<file path="src/sv/lpg_pkg.sv">
// Shared types, constants and the arctangent table of the light pair geometry classifier.
package lpg_pkg;

  // Working widths of the datapath.
  localparam int DXW = 17;
  localparam int ZW = 20;
  localparam int XW = 33;
  localparam int CORDIC_STEPS = 16;

  // Fixed-point constants.
  localparam logic signed [ZW-1:0] PI_Q16 = 20'sd205887;
  localparam logic signed [ZW-1:0] HALF_PI_Q16 = 20'sd102944;
  localparam logic signed [XW-1:0] CORDIC_GAIN = 33'sd652032874;
  localparam logic [16:0] DEG_PER_RAD = 17'd117342;
  localparam logic [33:0] ROUND_HALF = 34'd32768;
  localparam logic [16:0] FOLD_FULL = 17'd46080;
  localparam logic [16:0] FOLD_HALF = 17'd23040;
  localparam logic [15:0] SAT16 = 16'hFFFF;
  localparam logic [15:0] THRESHOLD_RESET = 16'd819;

  // Input word: one candidate pair of light bars.
  typedef struct packed {
    logic [15:0] left_center_x;
    logic [15:0] left_center_y;
    logic [15:0] left_length;
    logic signed [15:0] left_angle;
    logic [15:0] right_center_x;
    logic [15:0] right_center_y;
    logic [15:0] right_length;
    logic signed [15:0] right_angle;
  } in_word_t;

  // Output word: the pair's features.
  typedef struct packed {
    logic [14:0] angle_difference;
    logic [16:0] length_ratio;
    logic [15:0] across_ratio;
    logic [15:0] along_ratio;
    logic [15:0] closeness_ratio;
    logic is_large;
  } out_word_t;

  // Queue word: the classified pair as the front hands it to the back.
  typedef struct packed {
    logic signed [DXW-1:0] dx;
    logic signed [DXW-1:0] dy;
    logic [15:0] d13;
    logic [15:0] mn;
    logic [15:0] mx;
    logic [16:0] len_sum;
    logic len_zero;
    logic signed [ZW-1:0] z;
  } q_word_t;

  // Arctangent of 2^-i in radians Q.16.
  function automatic logic signed [ZW-1:0] atan_q16(input int i);
    logic signed [ZW-1:0] a;
    case (i)
      0: a = 20'sd51472;
      1: a = 20'sd30386;
      2: a = 20'sd16055;
      3: a = 20'sd8150;
      4: a = 20'sd4091;
      5: a = 20'sd2047;
      6: a = 20'sd1024;
      7: a = 20'sd512;
      8: a = 20'sd256;
      9: a = 20'sd128;
      10: a = 20'sd64;
      11: a = 20'sd32;
      12: a = 20'sd16;
      13: a = 20'sd8;
      14: a = 20'sd4;
      15: a = 20'sd2;
      default: a = '0;
    endcase
    return a;
  endfunction

endpackage

</file>
<file path="src/sv/lpg_front.sv">
// Front classifier: turns an input word into the differences and folded angle the back needs.
module lpg_front (
  input  lpg_pkg::in_word_t pair,
  output lpg_pkg::q_word_t  cls
);

  logic signed [16:0] dang;
  logic [16:0] dang_abs;
  logic signed [lpg_pkg::ZW-1:0] z_raw;

  // Center offsets of the right bar from the left bar.
  assign cls.dx = $signed({1'b0, pair.right_center_x}) - $signed({1'b0, pair.left_center_x});
  assign cls.dy = $signed({1'b0, pair.right_center_y}) - $signed({1'b0, pair.left_center_y});

  // Magnitude of the angle difference in Q3.13.
  assign dang = {pair.left_angle[15], pair.left_angle} - {pair.right_angle[15], pair.right_angle};
  assign dang_abs = dang[16] ? 17'(-dang) : dang;
  assign cls.d13 = dang_abs[15:0];

  // Shorter and longer length, and their sum.
  assign cls.mn = (pair.left_length < pair.right_length) ? pair.left_length : pair.right_length;
  assign cls.mx = (pair.left_length < pair.right_length) ? pair.right_length : pair.left_length;
  assign cls.len_sum = {1'b0, pair.left_length} + {1'b0, pair.right_length};
  assign cls.len_zero = (cls.mx == 16'd0);

  // Left angle in Q.16, moved by pi into the half plane the rotation covers.
  assign z_raw = {pair.left_angle[15], pair.left_angle, 3'b000};
  always_comb begin
    if (z_raw > lpg_pkg::HALF_PI_Q16) begin
      cls.z = z_raw - lpg_pkg::PI_Q16;
    end else if (z_raw < -lpg_pkg::HALF_PI_Q16) begin
      cls.z = z_raw + lpg_pkg::PI_Q16;
    end else begin
      cls.z = z_raw;
    end
  end

endmodule

</file>
<file path="config.mk">
export PLATFORM = sky130hd
export DESIGN_NAME = lpg_front
export DESIGN_NICKNAME = d
export VERILOG_FILES = /design/src/sv/lpg_pkg.sv /design/src/sv/lpg_front.sv
export SDC_FILE = /design/constraint.sdc
export NUM_CORES = 1
export LEC_CHECK = 0
export BUFFER_PORTS_ARGS = -buffer_cell sky130_fd_sc_hd__clkbuf_2
export CAP_MARGIN = 20
export CORE_ASPECT_RATIO = 0.8
export CORE_UTILIZATION = 52
export DETAILED_ROUTE_END_ITERATION = 8
export PLACE_DENSITY = 0.86
export SLEW_MARGIN = 15
export SYNTH_ARGS = -nofsm -noshare
export SYNTH_HDL_FRONTEND = slang
export SYNTH_SLANG_ARGS = --single-unit
</file>
<file path="constraint.sdc">
create_clock -name vclk -period 5.2
set_input_delay 0.26 -clock vclk [all_inputs]
set_output_delay 0.26 -clock vclk [all_outputs]
set_load 0.02 [all_outputs]
</file>
==> impl_metrics.json <==
{
  "status": "finished, final reports clean",
  "grt_overflow_total": 0,
  "drc": 0,
  "period_minus_slack_ns": 3.642,
  "synth_top_family_by_area": "adder cells",
  "required_ns": 4.94,
  "setup_viol": 0,
  "regArea_um2": 0,
  "yosysWarnings": 0,
  "drive_above_1_share": 0.3264,
  "wl_mm": 14.58,
  "grt_use_total": 0.2814,
  "synth_mux_area_frac": 0.07963,
  "p_leak_nw": 3.352,
  "placedCellCount": 1022,
  "synth_top_cell_by_area": "ha_1",
  "fin_util": 0.6994,
  "maxSlewViolCount": 0,
  "synth_compound_area_frac": 0.2389,
  "max-cap-violations": 0,
  "drtIter0Drc": 304,
  "n_clock_buffer": 0,
  "start_util": 0.5491,
  "vias": 5683,
  "crit_chain": "clkbuf_2, inv_1, ha_1, inv_1, fa_1, a211oi_2, nor2_1, xor2_1, a2111oi_4, nand3_4, nor4_2, and4_1, nor3_2, xor2_1, clkbuf_2",
  "critPathLaunchType": "input pin",
  "ys_seq_area_frac": 0,
  "ys_types": 69,
  "crit_cells": 15,
  "fill_cells": 735,
  "synth.cell_area_um2": 4761,
  "yosys.area_share.simple": 0.2005,
  "total_power_mw": 1.043,
  "die_h_um": 87.58,
  "avgSynthCellArea_um2": 7.022,
  "rsz0062_at_grt": "false",
  "die_x_um": 109.0,
  "cts_setup_buffers": 0,
  "ios": 248,
  "cts_hold_buf": 0,
  "cp_num_buf_inv": 4,
  "startpoint": "pair[64]",
  "drt-pass1-iter-count": 5,
  "grt_pass1_vias": 4868,
  "period_share": 0.7003,
  "cp.arrival_ns": 3.38,
  "synth_xor_area_frac": 0.1359,
  "post_cts_resized": 0,
  "worst_pin_slew_ns": 0.6572,
  "fin_nets": 1130,
  "wire_per_inst_um": 14.26,
  "powerDensity_nw_per_um2": 171.9,
  "synth_top_area_share": 0.2260,
  "die-area_um2": 9544,
  "dp_hpwl_mm": 12.64,
  "synthCells": 678,
  "path_delay_family": "simple AND/OR/NAND/NOR gates",
  "std_cell_rows": 30,
  "synthTopCellsByArea": "ha_1 (23%), xnor2_1 (8.8%), inv_1 (8.3%)",
  "diodes": 0,
  "cp_slowest_cell": "a2111oi_4",
  "relSlewSlack": 0.5602,
  "synthAdderAreaFrac": 0.2428,
  "slowest_delay_ns": 0.51,
  "hold_path_class": "input pin to output pin",
  "grt_pass1_wl_mm": 22.33,
  "seq_cells": 0,
  "final_cells": 1022,
  "grt_max_degree": 34,
  "end_kind": "output pin",
  "path_class": "input pin to output pin",
  "viasPerCell": 5.561,
  "core_um2": 8671,
  "endpoint": "cls[85]",
  "fmaxAchievable_mhz": 274.6,
  "synth_nets": 896,
  "antenna_found_initial": 0,
  "final-hold-violation-count": 0,
  "fin_setup_tns_ns": 0,
  "final_antenna_net_count": 0,
  "syn2layout_area_growth_pct": 27.39,
  "gp_congestion": 0.9989,
  "port_buffers": 248,
  "critPathMaxFanout": 5,
  "irDropWorstVdd_v": 0.0001458
}
[layout by cell type, fill, tap and decap left out, types with 4 or more instances in the layout]
master and n:
ha_1 86, a31oi_1 14, nor2b_1 12, a21oi_1 42
xnor2_1 48, nand2b_1 6, a21o_1 10, o211ai_1 5
nor3_1 19, nor4_1 10, mux2_2 31, nand3_1 14
and2_1 8, nor2_1 60, a21boi_0 5, or3_1 5
and3_1 6, or2_2 4, o21a_1 5, nand4_1 4
o21ai_0 29, o21bai_1 7, o31ai_1 5, fa_1 4
inv_1 105, o22ai_1 4, nand2_1 31, clkbuf_2 248
xor2_1 24
[synthesized netlist by cell type, types with 4 or more instances]
cell / instances
inv_1: 105
or2_2: 4
nor2_1: 60
o21bai_1: 7
o22ai_1: 4
nand2b_1: 6
and3_1: 6
mux2_2: 31
o211ai_1: 5
nand4_1: 4
fa_1: 4
nor4_1: 10
ha_1: 86
a21boi_0: 5
o21ai_0: 29
xor2_1: 24
nor2b_1: 12
xnor2_1: 48
o31ai_1: 5
a21o_1: 10
a31oi_1: 14
or3_1: 5
nand2_1: 31
and2_1: 8
nor3_1: 19
nand3_1: 14
o21a_1: 5
a21oi_1: 42
clkbuf_1: 11
[report_power, final]
| group | total [mW] | leakage [nW] | switching [mW] | internal (mW) |
|---|---|---|---|---|
| Sequential | 0 | 0 | 0 | 0 |
| Clock | 0 | 0 | 0 | 0 |
| Combinational | 1.04 | 3.35 | 0.647 | 0.395 |
| Total | 1.04 | 3.35 | 0.647 | 0.395 |
[worst min-delay path by stage]
stage | start | end | slack [ns] | cells after the start
after global routing | pair[112] | cls[103] | 0.88 | 4
after floorplan | pair[73] | cls[12] | 0.66 | 1
final | pair[66] | cls[5] | 0.88 | 3
after detailed placement | pair[66] | cls[5] | 0.87 | 3
after global placement | pair[66] | cls[5] | 0.87 | 3
after CTS | pair[66] | cls[5] | 0.87 | 3
[stage by stage]
| stage | hold WS [ns] | area, um2 | setup slack, ns |
|---|---|---|---|
| 6_report | 0.8754 | 6065 | 1.558 |
| 5_1_grt | 0.8849 | 6065 | 1.280 |
| 4_1_cts | 0.8672 | 6065 | 1.595 |
| 3_5_place_dp | 0.8672 | 6065 | 1.598 |
| 3_3_place_gp | 0.8699 | 6065 | 1.660 |
| 2_1_floorplan | 0.6624 | 4761 | 1.921 |
[layer usage]
| metal | up-vias | wire, um | GRT usage |
|---|---|---|---|
| met5 | - | 0 | 0 |
| met4 | 0 | 405 | 0.07125 |
| met3 | 34 | 981 | 0.02679 |
| met2 | 263 | 6410 | 0.4511 |
| met1 | 2526 | 6778 | 0.4015 |
| li1 | 2860 | - | - |
[cell type report]
class | count | area (um2) | area share
multi-input cells | 555 | 4278 | 0.7054
inverters | 106 | 397.9 | 0.06561
repair buffers | 249 | 1249 | 0.2059
well taps | 112 | 140.1 | 0.02311
[cell families (layout without fill, tap and decap cells)]
group,after synthesis,after routing
multiplexers,34,34
adder cells (fa/ha/maj),90,90
buffers and inverters,123,355
AND/OR/NAND/NOR,190,190
XOR/XNOR,73,73
AO/OA/AOI/OAI,168,168
Note: power is estimated with default switching activity, not from simulation.
