==> src/sv/lpg_pkg.sv <==
// Shared types, constants and the arctangent table of the light pair geometry classifier.
package lpg_pkg;

  // Working widths of the datapath.
  localparam int DXW = 17;
  localparam int ZW = 20;
  localparam int XW = 33;
  localparam int CORDIC_STEPS = 16;

  // Fixed-point constants.
  localparam logic signed [ZW-1:0] PI_Q16 = 20'sd205887;
  localparam logic signed [ZW-1:0] HALF_PI_Q16 = 20'sd102944;
  localparam logic signed [XW-1:0] CORDIC_GAIN = 33'sd652032874;
  localparam logic [16:0] DEG_PER_RAD = 17'd117342;
  localparam logic [33:0] ROUND_HALF = 34'd32768;
  localparam logic [16:0] FOLD_FULL = 17'd46080;
  localparam logic [16:0] FOLD_HALF = 17'd23040;
  localparam logic [15:0] SAT16 = 16'hFFFF;
  localparam logic [15:0] THRESHOLD_RESET = 16'd819;

  // Input word: one candidate pair of light bars.
  typedef struct packed {
    logic [15:0] left_center_x;
    logic [15:0] left_center_y;
    logic [15:0] left_length;
    logic signed [15:0] left_angle;
    logic [15:0] right_center_x;
    logic [15:0] right_center_y;
    logic [15:0] right_length;
    logic signed [15:0] right_angle;
  } in_word_t;

  // Output word: the pair's features.
  typedef struct packed {
    logic [14:0] angle_difference;
    logic [16:0] length_ratio;
    logic [15:0] across_ratio;
    logic [15:0] along_ratio;
    logic [15:0] closeness_ratio;
    logic is_large;
  } out_word_t;

  // Queue word: the classified pair as the front hands it to the back.
  typedef struct packed {
    logic signed [DXW-1:0] dx;
    logic signed [DXW-1:0] dy;
    logic [15:0] d13;
    logic [15:0] mn;
    logic [15:0] mx;
    logic [16:0] len_sum;
    logic len_zero;
    logic signed [ZW-1:0] z;
  } q_word_t;

  // Arctangent of 2^-i in radians Q.16.
  function automatic logic signed [ZW-1:0] atan_q16(input int i);
    logic signed [ZW-1:0] a;
    case (i)
      0: a = 20'sd51472;
      1: a = 20'sd30386;
      2: a = 20'sd16055;
      3: a = 20'sd8150;
      4: a = 20'sd4091;
      5: a = 20'sd2047;
      6: a = 20'sd1024;
      7: a = 20'sd512;
      8: a = 20'sd256;
      9: a = 20'sd128;
      10: a = 20'sd64;
      11: a = 20'sd32;
      12: a = 20'sd16;
      13: a = 20'sd8;
      14: a = 20'sd4;
      15: a = 20'sd2;
      default: a = '0;
    endcase
    return a;
  endfunction

endpackage

==> src/sv/lpg_queue.sv <==
// Short queue of classified words between the front and the back.
module lpg_queue #(
  parameter int DEPTH = 4
) (
  input  logic              clk,
  input  logic              rst,
  input  logic              push,
  input  lpg_pkg::q_word_t  push_word,
  output logic              full,
  input  logic              pop,
  output lpg_pkg::q_word_t  head_word,
  output logic              head_valid
);

  localparam int AW = (DEPTH > 1) ? $clog2(DEPTH) : 1;
  localparam int CW = $clog2(DEPTH + 1);

  lpg_pkg::q_word_t mem [DEPTH];
  logic [AW-1:0] wr_ptr;
  logic [AW-1:0] rd_ptr;
  logic [CW-1:0] count;

  // Storage write.
  always_ff @(posedge clk) begin
    if (push) begin
      mem[wr_ptr] <= push_word;
    end
  end

  // Pointers and fill count.
  always_ff @(posedge clk) begin
    if (rst) begin
      wr_ptr <= '0;
      rd_ptr <= '0;
      count <= '0;
    end else begin
      if (push) begin
        wr_ptr <= (wr_ptr == AW'(DEPTH - 1)) ? '0 : wr_ptr + 1'b1;
      end
      if (pop) begin
        rd_ptr <= (rd_ptr == AW'(DEPTH - 1)) ? '0 : rd_ptr + 1'b1;
      end
      if (push && !pop) begin
        count <= count + 1'b1;
      end else if (pop && !push) begin
        count <= count - 1'b1;
      end
    end
  end

  assign full = (count == CW'(DEPTH));
  assign head_valid = (count != '0);
  assign head_word = mem[rd_ptr];

endmodule

==> config.mk <==
export PLATFORM = sky130hd
export DESIGN_NAME = lpg_queue
export DESIGN_NICKNAME = d
export VERILOG_FILES = /design/src/sv/lpg_pkg.sv /design/src/sv/lpg_queue.sv
export SDC_FILE = /design/constraint.sdc
export NUM_CORES = 1
export LEC_CHECK = 0
export CORE_AREA = 2 2 247 249
export DETAILED_ROUTE_END_ITERATION = 10
export DIE_AREA = 0 0 249 251
export DONT_BUFFER_PORTS = 1
export PLACE_DENSITY = 0.45
export SLEW_MARGIN = 30
export SYNTH_ARGS = -nofsm -noshare
export SYNTH_HDL_FRONTEND = slang
export SYNTH_SLANG_ARGS = --single-unit
==> constraint.sdc <==
create_clock -name clk -period 5.5 [get_ports clk]
set_clock_uncertainty 0.15 [all_clocks]
set_input_delay 0.825 -clock clk [delete_from_list [all_inputs] [get_ports clk]]
set_output_delay 0.825 -clock clk [all_outputs]
set_load 0.01 [all_outputs]
==> results.tsv, run 1 <==
metric	value	unit
dp_hpwl	20850	um
grt_use_total	0.1078	
worstPathCellList	buf_16 -> buf_12 -> mux4_2	
synthArstFlopShare	0	
r2r_start	wr_ptr[0]$_SDFFE_PP0P_	
critPathArrivalTime	2360	ps
cts.htree.levels	2	
min_from	rst	
clock_path_buffers	3	
r2r_slack	3250	ps
fill_cells	5391	
switching_power	0.001714	W
floorplan.initialDensity	0.2968	
swShare	0.2060	
finalHoldViolations	0	
antenna_cells	0	
slowest_delay	590	ps
nets	841	
wire_per_inst	22.33	um
io_pins	246	
grt_pass1_wl	50200	um
slew_headroom	0.3885	
power_frac_comb	0.061	
gp_congestion	0.7972	
drt_wl_total	34180	um
regToRegEndpoint	mem[2][40]$_DFFE_PP_	
crit_fanout	58	
drt_pass1_iterations	4	
viasPerCell	4.600	
cts_root_buf	clkbuf_16	
ys_ff_latch	489	
synth.cell_area	17750	um^2
critPathSlowestCell	dfxtp_4	
synthFlopType	edfxtp_1	
fin_crit_sh	0.6060	
setup_violations	0	
overflow	0	
synth_cell_types	18	
ff2ff_path_depth	5	
synth-edff-count	480	
io_buffers	0	
clock_latency	580	ps
avgSynthCellArea	26.49	um^2
hold_path_class	input pin to register	
ant_nets	0	
path_class	register to primary output	
syn_inst	670	
fp.dieH	251	um
regArea	14600	um^2
cts_tree	done	
startpoint_type	register	
finalMaxSlewViolations	0	
worstMarginPinSlew	917.3	ps
core	59790	um^2
synth-seq-area-share	0.8222	
antenna_found_initial	0	
grt_max_degree	65	
postCtsSetupBuffers	0	
fin_crit	3333	ps
holdBufCountCts	0	
dr.first_iter.drc_count	477	
cts_resized	0	
design_area	20530	um^2
p_seq_frac	0.520	
syn_to_final_growth	15.67	%
fp.dieW	249	um
p_leak	6.236	nW
synth_nets	801	
timing.fmax	0.3000	GHz
numCtsBuffers	51	
route.detailed.drc	0	
internal_power	0.006607	W
worstPathRequired	4530	ps
drive_above_1_share	0.2911	
routed-via-count	7042	
peakVddDrop	0.2730	mV
multi_input_area	2959	um^2
dieArea	62500	um^2
grt_pass1_vias	7703	
hold_ws	164.3	ps
dpl_cell_area	18700	um^2
power_density	405.3	nW/um^2
holdPathStages	1	
cts.reportedPaths.clkPinSlew	60	ps
fin_tns_setup	0	ps
rsz0062_at_grt	false	
status	finished, final reports clean	
end_kind	primary output	
p_clk_frac	0.419	
rows	90	
ys_warn_count	0	
cts_sinks	489	
cap_viol_max_count	0	
[per-stage QoR]
stage	util	std cells	setup WS [ps]	total power (W)
after floorplan	-	670	1278	0.004792
after global placement	0.3127	1435	2603	0.004907
after detailed placement	0.3127	1435	2556	0.004926
after CTS	0.3415	1527	1907	0.008461
after global routing	0.3434	1531	1981	0.008626
final	0.3434	1531	2167	0.008321
[Yosys cell counts (2+ instances only)]
master,count,area [um^2]
nor2_1,7,26.28
nor3b_1,2,15.01
buf_2,12,60.06
inv_1,4,15.01
a21oi_1,2,10.01
dfxtp_1,9,180.2
xor2_1,2,17.52
mux2i_1,4,40.04
clkbuf_1,3,11.26
edfxtp_1,480,14410
or3_1,2,12.51
and2_1,4,25.02
buf_6,10,112.6
mux4_2,120,2703
ha_1,6,75.07
[power groups by stage]
stage / clock network (W) / logic [W] / registers (W)
after global placement: 0 / 0.000497 / 0.00441
after detailed placement: 0 / 0.000506 / 0.00442
after global routing: 0.00374 / 0.000546 / 0.00434
after floorplan: 0 / 0.000399 / 0.00439
after CTS: 0.00361 / 0.000508 / 0.00434
final: 0.00349 / 0.000507 / 0.00433
[cells by family after synthesis]
logic type,after synthesis,synth area share
DFF,489,0.8222
muxes,124,0.1545
buffers and inverters,30,0.01163
and+or+nand+nor,15,0.004441
adders and majority gates,7,0.005357
AOI/OAI and AO/OA,3,0.0008457
xor gates and xnor gates,2,0.0009871
[layout make-up]
cell class / count / area share
clock buffers: 58 / 0.06344
clock inverters: 34 / 0.02035
inverters: 4 / 0.0007313
multi-input cells: 151 / 0.1441
flip-flops and latches: 489 / 0.7112
well taps: 782 / 0.04766
repair buffers: 13 / 0.01249
[layout by cell type, fill, tap and decap left out, drive strengths merged, types with 6 or more instances in the layout]
cell | netlist | layout
clkinv | 0 | 18
bufinv | 0 | 9
inv | 4 | 8
dfxtp | 9 | 9
mux4 | 120 | 120
edfxtp | 480 | 480
nor2 | 7 | 7
ha | 6 | 6
buf | 23 | 13
clkbuf | 3 | 58
[routing by layer]
| metal | global-route usage | vias to the layer above | wire, um |
|---|---|---|---|
| li1 | - | 2979 | - |
| met1 | 0.1148 | 3751 | 12400 |
| met2 | 0.1890 | 253 | 17500 |
| met3 | 0.04980 | 59 | 3526 |
| met4 | 0.03602 | 0 | 755 |
| met5 | 0 | - | 0 |
[worst max-delay path: cells and delay by family, from the launching register on]
family	cells	cell delay (ps)
buffers and inverters	2	600
DFF	1	590
muxes	1	430
[registers in the layout, summed over array words and instances, names as in the netlist, named ones only]
signal  cells
wr_ptr      2
mem       480
count       3
rd_ptr      2
[worst max-delay path by stage]
stage             start                  end  slack (ps)  cells past startpoint
2_1_floorplan      push  mem[0][0]$_DFFE_PP_        1280                      1
3_3_place_gp   register       head_word[115]        2600                      2
3_5_place_dp   register        head_word[93]        2560                      2
4_1_cts        register       head_word[112]        1910                      2
5_1_grt        register       head_word[106]        1980                      2
6_report       register       head_word[115]        2170                      3
Power figures use the tool's default switching activity.
==> inputs of run 2 (changes only) <==
--- a/config.mk
+++ b/config.mk
@@ -5,11 +5,12 @@
 export SDC_FILE = /design/constraint.sdc
 export NUM_CORES = 1
 export LEC_CHECK = 0
-export CORE_AREA = 2 2 247 249
+export ABC_AREA = 1
+export CORE_AREA = 2 2 252 254
 export DETAILED_ROUTE_END_ITERATION = 10
-export DIE_AREA = 0 0 249 251
+export DIE_AREA = 0 0 254 256
 export DONT_BUFFER_PORTS = 1
-export PLACE_DENSITY = 0.45
+export PLACE_DENSITY = 0.47
 export SLEW_MARGIN = 30
 export SYNTH_ARGS = -nofsm -noshare
 export SYNTH_HDL_FRONTEND = slang
==> constraint.sdc (replaced) <==
create_clock -name clk -period 2.92 [get_ports clk]
set_clock_uncertainty 0.15 [all_clocks]
set_input_delay 0.438 -clock clk [delete_from_list [all_inputs] [get_ports clk]]
set_output_delay 0.438 -clock clk [all_outputs]
set_load 0.01 [all_outputs]
==> run 2 against run 1 <==
Effect of this change: critical path depth increased by 1; first-iteration DRC count increased by 26%; final area rose by 10%; combinational power grew to 3.0 times the previous value; final cell count is 47% higher.
==> results.tsv, run 2 <==
metric	value	unit	change
synth_cell_types	24		was 18
largest-register	mem		unchanged
critPathArrivalTime	2190	ps	was 2360 ps
antenna_found_initial	7		was 0
io_pins	246		unchanged
peakVddDrop	0.6722	mV	was 0.2730 mV
worstMarginPinSlew	570.0	ps	was 917.3 ps
route.detailed.drc	0		unchanged
nets	1488		was 841
synth_top_area_cell	edfxtp_1		unchanged
regArea	14600	um^2	about the same
critPathSlowestCell	dfxtp_4		unchanged
synth_common_cells	480 x edfxtp_1, 229 x nor2_1, 163 x o21ai_0		was 480 x edfxtp_1, 120 x mux4_2, 12 x buf_2
routed-via-count	10470		was 7,042
switching_power	0.003718	W	was 0.001714 W
cts.reportedPaths.clkPinSlew	50	ps	was 60 ps
pre_cts_slack	627.1	ps	was 2556 ps
grt_use_total	0.1295		was 0.1078
rows	92		was 90
slowest_delay	570	ps	was 590 ps
cts.htree.levels	2		unchanged
worstPathCellList	buf_16 -> buf_12 -> o21ai_0 -> o22ai_1		was buf_16 -> buf_12 -> mux4_2
mostFrequentLayoutCell	edfxtp_1		unchanged
end_kind	primary output		unchanged
finish.utilization	0.3626		was 0.3434
floorplan.initialDensity	0.2970		was 0.2968
status	finished, final reports clean		unchanged
postCtsSetupBuffers	0		unchanged
syn_to_final_growth	22.11	%	was 15.67%
crit_fanout	48		was 58
drt_wl_total	43550	um	was 34,180 um
worstPathRequired	2330	ps	was 4530 ps
r2r_slack	830	ps	was 3250 ps
synth_area_leaders	edfxtp_1 78%, nor2_1 4.6%, o21ai_0 4.4%, o22ai_1 3.4%, o21ai_1 2.2%		was edfxtp_1 81%, mux4_2 15%, dfxtp_1 1.0%, buf_6 0.63%, ha_1 0.42%
timing.fmax	0.3605	GHz	
layout_common_cells	480 x edfxtp_1, 229 x nor2_1, 163 x o21ai_0		was 480 x edfxtp_1, 120 x mux4_2, 51 x clkbuf_16
fin_ws	146.3	ps	was 2167 ps
r2r_start	wr_ptr[1]$_SDFFE_PP0P_		was wr_ptr[0]$_SDFFE_PP0P_
cts_root_buf	clkbuf_16		unchanged
power_frac_comb	0.094		was 0.061
wire_per_inst	19.41	um	was 22.33 um
clock_latency	580	ps	about the same
clock_path_buffers	3		unchanged
numCtsBuffers	54		was 51
dpl_cell_area	19610	um^2	was 18,700 um^2
internal_power	0.01226	W	was 0.006607 W
synth_nets	1351		was 801
cts_sinks	489		unchanged
ant_nets	0		unchanged
synth.cell_area	18530	um^2	was 17,750 um^2
synth-edff-count	480		unchanged
drt_pass1_iterations	4		unchanged
synth_top_area_frac	0.7779		was 0.8121
startpoint_type	register		unchanged
grt_pass1_wl	64630	um	was 50,200 um
fp.dieH	256	um	was 251 um
drive_above_1_share	0.1243		was 0.2911
critPathBufInv	2		unchanged
p_leak	7.271	nW	was 6.236 nW
reg_top3	mem (480), count (3)		unchanged
dr.first_iter.drc_count	600		was 477
grt_max_degree	103		was 65
hold_path_class	input pin to register		unchanged
synthArstFlopShare	0		unchanged
hold_ws	50.01	ps	was 164.3 ps
finalMaxSlewViolations	0		unchanged
largest_reg_flops	480		unchanged
p_seq_frac	0.507		was 0.520
synthFlopType	edfxtp_1		unchanged
rsz0062_at_grt	false		unchanged
synth-seq-area-share	0.7876		was 0.8222
gp_congestion	0.6999		was 0.7972
cap_viol_max_count	0		unchanged
multi_input_area	3433	um^2	was 2959 um^2
viasPerCell	4.664		was 4.600
finalHoldViolations	0		unchanged
cp_top_family	flip-flops		was buffers and inverters
cts_tree	done		unchanged
slew_headroom	0.6192		was 0.3885
design_area	22630	um^2	was 20,530 um^2
avgSynthCellArea	15.19	um^2	was 26.49 um^2
fin_crit_sh	0.9499		
dieArea	65020	um^2	was 62,500 um^2
fin_crit	2774	ps	
path_class	register to primary output		unchanged
core	62390	um^2	was 59,790 um^2
io_buffers	0		unchanged
min_from	push		was rst
syn_inst	1220		was 670
ys_ff_latch	489		unchanged
grt_pass1_vias	10410		was 7,703
p_clk_frac	0.398		was 0.419
ys_warn_count	0		unchanged
dp_hpwl	24050	um	was 20,850 um
power_density	706.2	nW/um^2	was 405.3 nW/um^2
overflow	0		unchanged
fp.dieW	254	um	was 249 um
swShare	0.2327		was 0.2060
synth.most_common_cell	edfxtp_1		unchanged
setup_violations	0		unchanged
fill_cells	5967		was 5,391
run 2: worst register-to-register path: stages, from the launching register on:
cell	delay (ps)
dfxtp_2	350
inv_2	50
ha_1	180
nand2_2	70
clkinvlp_4	470
buf_12	410
run 2: worst paths after layout:
check | end | cells after the start
worst max-delay path | head_word[75] | 4
worst min-delay path | count[0]$_SDFFE_PP0P_ | 3
worst max register to register | mem[1][32]$_DFFE_PP_ | 5
worst min register to register | wr_ptr[1]$_SDFFE_PP0P_ | 2
run 2: cell type report:
class | count | share of cell area
Tap cell | 846 | 0.04678
Sequential cell | 489 | 0.6455
Multi-Input combinational cell | 637 | 0.1517
Inverter | 16 | 0.004148
Clock inverter | 25 | 0.01012
Clock buffer | 66 | 0.06266
Antenna cell | 6 | 0.0006636
Timing Repair Buffer | 159 | 0.07842
run 2: logic make-up (layout without fill, tap and decap cells):
| family | count (synthesis) | in the layout | synth area share |
|---|---|---|---|
| other | 0 | 6 | 0 |
| XOR/XNOR | 1 | 1 | 0.0004728 |
| buffers and inverters | 94 | 266 | 0.03127 |
| AND/OR/NAND/NOR | 263 | 263 | 0.06179 |
| adder cells (fa/ha/maj) | 7 | 7 | 0.005132 |
| AO/OA/AOI/OAI | 366 | 366 | 0.1137 |
| flip-flops | 489 | 489 | 0.7876 |
run 2: power groups by stage:
stage	clock [W]	sequential [W]	combinational, W
floorplan	0	0.00825	0.000902
global placement	0	0.00825	0.00128
detailed placement	0	0.00825	0.00130
CTS	0.00657	0.00811	0.00151
global route	0.00685	0.00813	0.00165
finish	0.00637	0.00811	0.00150
run 2: per-layer routing:
| layer | track usage | vias up | routed length, um |
|---|---|---|---|
| met2 | 0.2011 | 240 | 19780 |
| met1 | 0.1718 | 5256 | 19770 |
| met4 | 0.03399 | 2 | 826 |
| met3 | 0.04607 | 60 | 3167 |
| met5 | 0 | - | 13 |
| li1 | - | 4907 | - |
run 2: per-stage QoR:
stage	setup TNS, ps	cells	power (W)
floorplan	-1672	1220	0.009150
global placement	0	2022	0.009536
detailed placement	0	2022	0.009550
CTS	0	2237	0.01618
global route	0	2244	0.01663
finish	0	2244	0.01598
run 2: repair_timing:
| item | CTS | global route |
|---|---|---|
| gates resized for setup | 1 | 13 |
| gates cloned | 0 | 1 |
| hold endpoints to repair | 489 | 0 |
| hold buffers | 124 | 0 |
| setup endpoints to repair | 1 | 8 |
==> inputs of run 3 (changes only) <==
--- a/config.mk
+++ b/config.mk
@@ -10,7 +10,8 @@
 export DETAILED_ROUTE_END_ITERATION = 10
 export DIE_AREA = 0 0 254 256
 export DONT_BUFFER_PORTS = 1
-export PLACE_DENSITY = 0.47
+export PLACE_DENSITY = 0.45
+export SETUP_SLACK_MARGIN = 0.4
 export SLEW_MARGIN = 30
 export SYNTH_ARGS = -nofsm -noshare
 export SYNTH_HDL_FRONTEND = slang
==> constraint.sdc (replaced) <==
create_clock -name clk -period 2.7 [get_ports clk]
set_clock_uncertainty 0.15 [all_clocks]
set_input_delay 0.405 -clock clk [delete_from_list [all_inputs] [get_ports clk]]
set_output_delay 0.405 -clock clk [all_outputs]
set_load 0.01 [all_outputs]
==> run 3 against run 2 <==
Effect of this change: final area up 9.3%; largest cell class unchanged; die area unchanged; global-route usage up 2.1 points; highest routed layer unchanged; non-clock buffer count up 65; clock-buffer cell count up 4; critical path type unchanged; utilization up 3.4 points.
==> results.tsv, run 3 (synthesized netlist as in run 2, its figures left out) <==
metric	value	unit	change
worstPathRequired	2140	ps	was 2330 ps
crit_fanout	16		was 48
power_density	732.2	nW/um^2	was 706.2 nW/um^2
regArea	14600	um^2	unchanged
finalPower	0.01811	W	was 0.01598 W
holdPathStages	3		unchanged
grt_pass1_vias	11260		was 10,410
mostFrequentLayoutCell	edfxtp_1		unchanged
slew_headroom	0.6314		was 0.6192
dp_hpwl	23200	um	was 24,050 um
drive_above_1_share	0.2446		was 0.1243
ant_nets	0		unchanged
hold_end	mem[2][112]$_DFFE_PP_		was count[0]$_SDFFE_PP0P_
dpl_cell_area	19740	um^2	was 19,610 um^2
worstMarginPinSlew	552.9	ps	was 570.0 ps
cts.reportedPaths.clkPinSlew	60	ps	was 50 ps
syn_to_final_growth	33.46	%	was 22.11%
fp.dieW	254	um	unchanged
clock_path_buffers	3		unchanged
critPathSlowestCell	dfxtp_4		unchanged
use_met1	0.1957		was 0.1718
grt_use_total	0.1505		was 0.1295
route.detailed.drc	0		unchanged
design_area	24730	um^2	was 22,630 um^2
dieArea	65020	um^2	unchanged
antenna_found_initial	4		was 7
min_from	push		unchanged
nets	1557		was 1,488
floorplan.initialDensity	0.2970		unchanged
largest_reg_flops	480		unchanged
p_leak	8.160	nW	was 7.271 nW
fill_cells	5811		was 5,967
cts_tree	done		unchanged
fin_crit	2458	ps	
peakVddDrop	0.5250	mV	was 0.6722 mV
reg_top3	mem (480), count (3)		unchanged
slowest_delay	390	ps	was 570 ps
grt_max_degree	75		was 103
viasPerCell	4.840		was 4.664
overflow	0		unchanged
finalMaxSlewViolations	0		unchanged
fin_crit_sh	0.9103		
routed-via-count	11210		was 10,470
layout_common_cells	480 x edfxtp_1, 217 x nor2_1, 126 x o21ai_0		was 480 x edfxtp_1, 229 x nor2_1, 163 x o21ai_0
r2r_start	wr_ptr[0]$_SDFFE_PP0P_		was wr_ptr[1]$_SDFFE_PP0P_
cts.htree.levels	2		unchanged
hold_path_class	input pin to register		unchanged
numCtsBuffers	54		unchanged
wire_per_inst	23.59	um	was 19.41 um
timing.fmax	0.4069	GHz	
cts_root_buf	clkbuf_16		unchanged
cts_sinks	489		unchanged
finalHoldViolations	0		unchanged
status	finished, final reports clean		unchanged
grt.busiest_layer	met2		unchanged
drt_wl_total	54640	um	was 43,550 um
gp_congestion	0.7044		was 0.6999
dr.first_iter.drc_count	740		was 600
setup_violations	0		unchanged
fin_tns_setup	0	ps	unchanged
critPathArrivalTime	1900	ps	was 2190 ps
drt_pass1_iterations	5		was 4
rsz0062_at_grt	true		was false
end_kind	primary output		unchanged
regToRegEndpoint	mem[2][77]$_DFFE_PP_		was mem[1][32]$_DFFE_PP_
grt_use_met2	0.2431		was 0.2011
clock_latency	590	ps	was 580 ps
path_class	register to primary output		unchanged
io_buffers	0		unchanged
use_met3	0.04282		was 0.04607
core	62390	um^2	unchanged
worstPathCellList	buf_12 -> inv_16 -> buf_16 -> nor2_1 -> o22ai_1 -> buf_4		was buf_16 -> buf_12 -> o21ai_0 -> o22ai_1
cap_viol_max_count	0		unchanged
grt_pass1_wl	72980	um	was 64,630 um
hold_ws	294.1	ps	was 50.01 ps
largest-register	mem		unchanged
startpoint_type	register		unchanged
fp.dieH	256	um	unchanged
io_pins	246		unchanged
multi_input_area	4151	um^2	was 3433 um^2
r2r_slack	940	ps	was 830 ps
ff2ff_path_depth	5		unchanged
rows	92		unchanged
-- run 3: worst max path at each step --
stage                                      start             endpoint  slack, ps  depth (start not counted)
after floorplan           wr_ptr[0]$_SDFFE_PP0P_  mem[0][0]$_DFFE_PP_       -230                          4
after global placement                  register         head_word[0]        660                          5
after detailed placement                register        head_word[59]        640                          4
after CTS                               register        head_word[95]        190                          4
after global routing                    register        head_word[19]        150                          6
final                                   register        head_word[15]        240                          6
-- run 3: layout make-up --
cell class	instances	share of cell area
sequential	489	0.5906
multi-input combinational	637	0.1679
clock buffer	70	0.05874
timing repair buffer	224	0.1228
timing repair inverter	4	0.003491
tap	846	0.04281
clock inverter	28	0.008753
antenna	2	0.0002024
inverter	16	0.004756
-- run 3: worst max-delay path, delay by kind of cell (launching register included) --
| kind | cells | cell delay [ps] |
|---|---|---|
| flip-flops | 1 | 390 |
| AO/OA/AOI/OAI | 1 | 170 |
| AND/OR/NAND/NOR | 1 | 50 |
| buffers and inverters | 4 | 670 |
-- run 3: per-layer routing --
metal | up-vias | part of all wire
met5 | - | 0.00064
met4 | 6 | 0.024
li1 | 5060 | -
met1 | 5741 | 0.44
met2 | 313 | 0.47
met3 | 89 | 0.063
-- run 3: repair_timing --
action                                 CTS  global route
hold buffers                           124             0
setup endpoints to repair              120           120
buffers inserted                         8            10
endpoints found under the hold margin  489             0
resized for setup                      110           126
pin swaps                               27            31
cloned                                  15            20
-- run 3: where the power goes --
group	switching (W)	internal [W]	total [W]
Sequential	0.0000851	0.00868	0.00877
Clock	0.00293	0.00405	0.00699
Combinational	0.00143	0.000917	0.00235
-- run 3: through the flow --
step                instances  worst slack, ps  utilization
finish                   2316            242.3       0.3964
CTS                      2284            191.1       0.3789
global route             2315            147.5       0.3963
detailed placement       2039            641.5       0.3164
floorplan                1220           -226.6            -
global placement         2039            663.9       0.3164
